[src/sv/qnl_pkg.sv]
package qnl_pkg;

  // Input and output field widths
  localparam int COMP_W        = 16;
  localparam int WEIGHT_W      = 17;
  localparam logic [WEIGHT_W-1:0] WEIGHT_ONE = 17'd65536;
  localparam int OUT_W         = 16;
  localparam int FRAC_BITS_DEF = 14;

  // Internal fixed point: unit quaternions are Q30
  localparam int Q_FRAC      = 30;
  localparam int Q_W         = 32;
  localparam int QMAG_W      = 31;
  localparam int IN_SHIFT    = 15;
  localparam int SQ_W        = 31;
  localparam int SUMSQ_W     = 33;
  localparam int NORM_RAD_W  = 64;
  localparam int ROOT_W      = 32;
  localparam int PROD_W      = 64;
  localparam int BLEND_W     = 50;
  localparam int BLEND_SH    = 16;

  typedef logic signed [COMP_W-1:0] comp_t;
  typedef logic signed [Q_W-1:0]    q30_t;
  typedef logic signed [PROD_W-1:0] prod_t;
  typedef q30_t [3:0]               quat_t;

  // Sideband that rides along the first square root
  typedef struct packed {
    quat_t                pa;
    quat_t                pb;
    logic [WEIGHT_W-1:0]  weight;
  } norm1_side_t;

  // Sideband that rides along the first divider
  typedef struct packed {
    logic                 zero_a;
    logic                 zero_b;
    logic [WEIGHT_W-1:0]  weight;
  } div1_side_t;

endpackage

[src/sv/qnl_isqrt.sv]
module qnl_isqrt import qnl_pkg::*; #(
  parameter int LANES  = 1,
  parameter int RAD_W  = NORM_RAD_W,
  parameter int SIDE_W = 1
) (
  input  logic              clk,
  input  logic              rst_n,
  input  logic              en,
  input  logic              in_valid,
  input  logic [RAD_W-1:0]  in_rad [LANES],
  input  logic [SIDE_W-1:0] in_side,
  output logic              out_valid,
  output logic [RAD_W/2-1:0] out_root [LANES],
  output logic [SIDE_W-1:0] out_side
);

  localparam int STEPS = RAD_W / 2;
  localparam int RT_W  = RAD_W / 2;
  localparam int REM_W = RT_W + 3;

  logic              vld_r  [STEPS];
  logic [SIDE_W-1:0] side_r [STEPS];
  logic [RT_W-1:0]   root_r [STEPS][LANES];
  logic [REM_W-1:0]  rem_r  [STEPS-1][LANES];
  logic [RAD_W-1:0]  rad_r  [STEPS-1][LANES];

  // One result bit per stage, two radicand bits consumed
  for (genvar k = 0; k < STEPS; k++) begin : g_step
    logic              vld_i;
    logic [SIDE_W-1:0] side_i;
    logic [RT_W-1:0]   root_i [LANES];
    logic [REM_W-1:0]  rem_i  [LANES];
    logic [RAD_W-1:0]  rad_i  [LANES];
    logic [REM_W-1:0]  remsh  [LANES];
    logic [REM_W-1:0]  trial  [LANES];
    logic              ge     [LANES];
    logic [REM_W-1:0]  rem_nxt [LANES];

    if (k == 0) begin : g_head
      always_comb begin
        vld_i  = in_valid;
        side_i = in_side;
        for (int l = 0; l < LANES; l++) begin
          root_i[l] = '0;
          rem_i[l]  = '0;
          rad_i[l]  = in_rad[l];
        end
      end
    end else begin : g_body
      always_comb begin
        vld_i  = vld_r[k-1];
        side_i = side_r[k-1];
        for (int l = 0; l < LANES; l++) begin
          root_i[l] = root_r[k-1][l];
          rem_i[l]  = rem_r[k-1][l];
          rad_i[l]  = rad_r[k-1][l];
        end
      end
    end

    always_comb begin
      for (int l = 0; l < LANES; l++) begin
        remsh[l]   = {rem_i[l][REM_W-3:0], rad_i[l][RAD_W-1 -: 2]};
        trial[l]   = {1'b0, root_i[l], 2'b01};
        ge[l]      = remsh[l] >= trial[l];
        rem_nxt[l] = ge[l] ? remsh[l] - trial[l] : remsh[l];
      end
    end

    always_ff @(posedge clk) begin
      if (!rst_n) begin
        vld_r[k] <= 1'b0;
      end else if (en) begin
        vld_r[k] <= vld_i;
      end
    end

    always_ff @(posedge clk) begin
      if (en) begin
        side_r[k] <= side_i;
        for (int l = 0; l < LANES; l++) begin
          root_r[k][l] <= {root_i[l][RT_W-2:0], ge[l]};
        end
      end
    end

    if (k < STEPS - 1) begin : g_carry
      always_ff @(posedge clk) begin
        if (en) begin
          for (int l = 0; l < LANES; l++) begin
            rem_r[k][l] <= rem_nxt[l];
            rad_r[k][l] <= {rad_i[l][RAD_W-3:0], 2'b00};
          end
        end
      end
    end
  end

  assign out_valid = vld_r[STEPS-1];
  assign out_side  = side_r[STEPS-1];
  always_comb begin
    for (int l = 0; l < LANES; l++) begin
      out_root[l] = root_r[STEPS-1][l];
    end
  end

endmodule

[config.mk]
export PLATFORM = sky130hd
export DESIGN_NAME = qnl_isqrt
export DESIGN_NICKNAME = d
export VERILOG_FILES = /design/src/sv/qnl_pkg.sv /design/src/sv/qnl_isqrt.sv
export SDC_FILE = /design/constraint.sdc
export NUM_CORES = 2
export LEC_CHECK = 0
export BUFFER_PORTS_ARGS = -buffer_cell sky130_fd_sc_hd__buf_4
export CORE_ASPECT_RATIO = 1.2
export CORE_MARGIN = 2
export CORE_UTILIZATION = 55
export DETAILED_ROUTE_END_ITERATION = 10
export PLACE_DENSITY = 0.72
export REMOVE_ABC_BUFFERS = 1
export SYNTH_ARGS = -nofsm -noshare
export SYNTH_HDL_FRONTEND = slang
export SYNTH_MEMORY_MAX_BITS = 65536
export SYNTH_SLANG_ARGS = --single-unit
[constraint.sdc]
create_clock -name clk -period 4.6 [get_ports clk]
set_input_delay 0.69 -clock clk [delete_from_list [all_inputs] [get_ports clk]]
set_output_delay 0.69 -clock clk [all_outputs]
set_load 0.01 [all_outputs]
**Word-level counts from Yosys, hierarchy flattened**

Memories as Yosys holds them, arrays and structs flattened.
Cells that the tools add are included.

- Bits in registers: 0
- RAM bits: 4,095
- Memories: 5

Memories:

| name | words | width | rd ports | clocked after memory_dff | wr ports | line | RTL |
|---|---|---|---|---|---|---|---|
| rad_r | 31 | 62 | 31 | 0 | 31 | qnl_isqrt.sv:25 | `logic [RAD_W-1:0] rad_r [STEPS-1][LANES];` |
| rem_r | 31 | 35 | 31 | 0 | 31 | qnl_isqrt.sv:24 | `logic [REM_W-1:0] rem_r [STEPS-1][LANES];` |
| root_r | 32 | 32 | 32 | 0 | 32 | qnl_isqrt.sv:23 | `logic [RT_W-1:0] root_r [STEPS][LANES];` |
| side_r | 32 | 1 | 32 | 0 | 32 | qnl_isqrt.sv:22 | `logic [SIDE_W-1:0] side_r [STEPS];` |
| vld_r | 32 | 1 | 32 | 0 | 32 | qnl_isqrt.sv:21 | `logic vld_r [STEPS];` |

- $add $sub $neg: 31
- Magnitude comparators: 32
- Multiplexer cells: 68
- Bitwise gates (word level): 32

Operators with widths:

| cell | count |
|---|---|
| 35-bit by 34-bit greater-or-equal comparator with 1-bit output | 31 |
| 35-bit 2-to-1 mux | 31 |
| 35-bit by 34-bit subtractor with 35-bit output | 30 |
| 1-bit 2-to-1 mux | 37 |
| 1-bit OR | 32 |
| 2-bit by 1-bit subtractor with 3-bit output, second input constant | 1 |
| 2-bit by 1-bit greater-or-equal comparator with 1-bit output, second input constant | 1 |

**Longest topological paths before layout**

- Word-level depth: 4
- Mapped depth: 15
- Gate-level depth less buffers: 13

**Worst setup path after synthesis**

Ideal clock, no wire load.

- Path kind: reg-to-reg
- Start: mem rem_r[7][18] (netlist bit)
- End: mem rem_r[8][32] (netlist bit) (data pin)
- Library setup time: 271 ps
- Arrival: 3,547 ps
- Data required time: 4,329 ps
- Slack: 782 ps
- Cell stages (with the launch flop): 12
- Clock period less this slack: 3,818 ps
- Path through: edfxtp_1 > or3_1 > or2_1 > or3_4 > or4_4 > or3_4 > or4_4 > nor4b_4 > or3_1 > buf_4 > nor4_1 > xor2_1

RTL lines:

| element | line |
|---|---|
| from (decl) | qnl_isqrt.sv:24 |

==> results.md <==
* #FFs+latches synth at 2,558
* Critical Path Most Common Cell: or4_1
* GRT overflow at 0
* FFs w/ async S/R, synth at 0%
* Type of origin of the critical path: flop
* Slowest Stage Delay on Critical Path at 0.69 ns
* First-pass GRT wire length at 366,000 um
* Vias in the first global route at 70.2k
* Io pins at 103
* Iter 0 DRT Violations at 5,012
* HPWL after DPL at 165,000 um
* Tot GR Track Use at 21.1%
* WL final at 231,000 um
* Post-synth EDFFs at 2,557
* Clock Root Buffer: clkbuf_16
* Die Span Y at 510 um
* Power per cell area at 499 mW/mm2
* Max_cap viols at 0
* TritonCTS clock tree: built
* Register Area at 0.0768 mm2
* Syn Area/Cell at 13.1 um2
* CP Max Fanout at 10
* Syn Std Cell Area at 0.118 mm2
* Initial antenna violation count at 2
* Worst path cell trace: or4_1 -> or3_1 -> or4_1 -> nor4_1 -> nor3_1 -> nand2_1 -> nor2_2 -> or4_1 -> buf_4 -> nor3_1 -> xor2_1
* Fmax at 250 MHz
* Buffers & Inverters on Critical Path at 1
* Hold Crit Class: in2reg
* Rel. slew slack at 11.4%
* Fin util at 62.1%
* Register clock-pin slew on the reported worst setup and hold paths at 0.06 ns
* Htree depth at 5
* Final instance area at 0.132 mm2
* RSZ-0062 raised after global routing: no
* Synth Area in XOR/XNOR at 5.90%
* Wirelength per Cell at 18.7 um
* Initial core utilization at 55.4%
* CTS max path bufs at 4
* Simple-gate portion of the synthesized area at 9.88%
* Gp weighted congestion at 0.949
* Area grow syn2layout at 12.1%
* Sequential fraction of the synthesis area at 65.4%
* I/O Buffers at 102
* Crit path required time at 5.25 ns
* Multi-input gate area at 0.0374 mm2
* DR vias/cell at 5.64
* Hold slack at 0.135 ns
* Main combinational cell family by area after synthesis: simple AND/OR/NAND/NOR gates
* Final min period at 4.00 ns
* Share of cells above drive strength 1 at 8.09%
* Synth Flop Type: edfxtp_1
* Clock skew at 0.0589 ns
* Mapped Cells at 8,990
* Slowest cell on the critical path: or4_1
* Syn. warnings at 0
* Crit path kind: reg2reg
* Sinks on Clock Net at 2,558
* Pleak at 50.7 nW
* Fill cells at 15.9k
* Endpoint class of the critical path: flop
* Nets at 10.0k
* Final Cycle Share at 87.0%
* DR vias at 69.7k
* Worst-Margin Slew at 1.32 ns
* Num CTS Buffers at 274
* Drt drc at 0
* Adder-Cell Fraction of Synth Area at 5.97%
* Mux cell area share after synthesis at 0.845%
* Slew Limit Fails at 0
* DP Area at 0.122 mm2
* VDD IR-drop max at 0.000445 V
* Routed Antenna Nets at 0
* Die Wd at 426 um
* 1st-pass router iterations at 8
* Largest delay share family, worst path: simple AND/OR/NAND/NOR gates
* Die area at 0.217 mm2
* Rows at 185
* Critical Path AT at 4.65 ns
* Number of distinct library cells after synthesis at 81
* Synth Area in Compound Gates at 9.20%
* Count of final setup violators at 0
* Final hold vios at 0
* Largest net degree at the start of global routing at 141
* Core Region at 0.212 mm2
* Outcome: finished clean
* Clk Latency, worst-skew pair at 0.93 ns
* Total power at 65.7 mW
cells in the final DEF (no fill, tap or decap), types with 110 or more instances in the layout:
cell type / count
a21o_1: 242
nand3_1: 157
nor2_1: 532
edfxtp_1: 2557
xnor2_1: 389
or3_1: 110
ha_1: 561
clkbuf_16: 283
a21oi_1: 538
nand2b_1: 147
nand2_1: 566
xor2_1: 403
nor3_1: 271
inv_1: 710
o21ai_0: 497
buf_4: 194
layer usage:
layer  GRT usage [%]  part of all wire [%]
met5               0                     0
met4            8.84                   4.0
met3            3.14                   4.3
met2            38.1                    51
met1            25.1                    40
cell usage after synthesis, types with 56 or more instances:
library cell	count	area, um2
edfxtp_1	2557	76800
inv_1	710	2670
nand2_1	566	2120
ha_1	561	7020
a21oi_1	540	2700
nor2_1	533	2000
o21ai_0	497	2490
xor2_1	403	3530
xnor2_1	389	3410
nor3_1	271	1360
a21o_1	242	1820
clkbuf_1	163	612
nand3_1	158	791
nand2b_1	147	920
or3_1	110	688
o21a_1	95	713
nand4_1	91	569
nor4_1	87	544
mux2_2	82	923
and3_1	77	482
nor2b_1	71	444
o31ai_1	66	495
or4_1	56	420
logic make-up (layout without fill, tap and decap cells):
logic type,count (synthesis),count (layout)
compound gates,1766,1766
xor+xnor,792,792
fa+ha+maj,561,561
buf+inv,888,1465
flops,2558,2558
mux,89,89
other cells,1,2
simple gates,2335,2335
metrics by stage:
| step | cells | setup slack, ns | setup TNS (ns) |
|---|---|---|---|
| 4_1_cts | 12400 | 0.616 | 0 |
| 5_1_grt | 12400 | 0.464 | 0 |
| 2_1_floorplan | 8815 | -0.896 | -14.18 |
| 3_5_place_dp | 11800 | 0.652 | 0 |
| 3_3_place_gp | 11800 | 0.717 | 0 |
| 6_report | 12400 | 0.596 | 0 |
power by group:
part           total [mW]  switching (mW)  internal [mW]
sequential           31.2            1.85           29.4
combinational        13.1            7.54           5.58
clock                21.3            8.64           12.7
total                65.7            18.0           47.7
repair_timing:
action                     CTS  global route
hold endpoints to repair    66             0
buffers inserted             0             0
gates resized for setup      0             0
hold buffers                66             0
setup endpoints to repair    0             0
flip-flops by register name, summed over array words and instances (netlist names):
name	cells
rad_r	992
rem_r	974
root_r	528
side_r	32
vld_r	32
worst paths after layout:
check | end | from | depth (start not counted) | slack, ns
setup / recovery | rem_r[7][22] | rem_r[6][10] | 11 | 0.60
hold reg to reg | rad_r[4][31] | rad_r[3][29] | 0 | 0.39
setup reg to reg | rem_r[7][22] | rem_r[6][10] | 11 | 0.60
hold / removal | vld_r[0] | in_valid | 2 | 0.14
layout make-up:
class	count	share of cell area [%]
Clock buffer	325	5.51
Clock inverter	141	1.07
Timing Repair Buffer	286	2.01
Sequential cell	2558	58.3
Tap cell	2805	2.66
Inverter	713	2.03
Antenna cell	1	0.00190
Multi-Input combinational cell	5544	28.4
(Power assumes the default switching activity.)
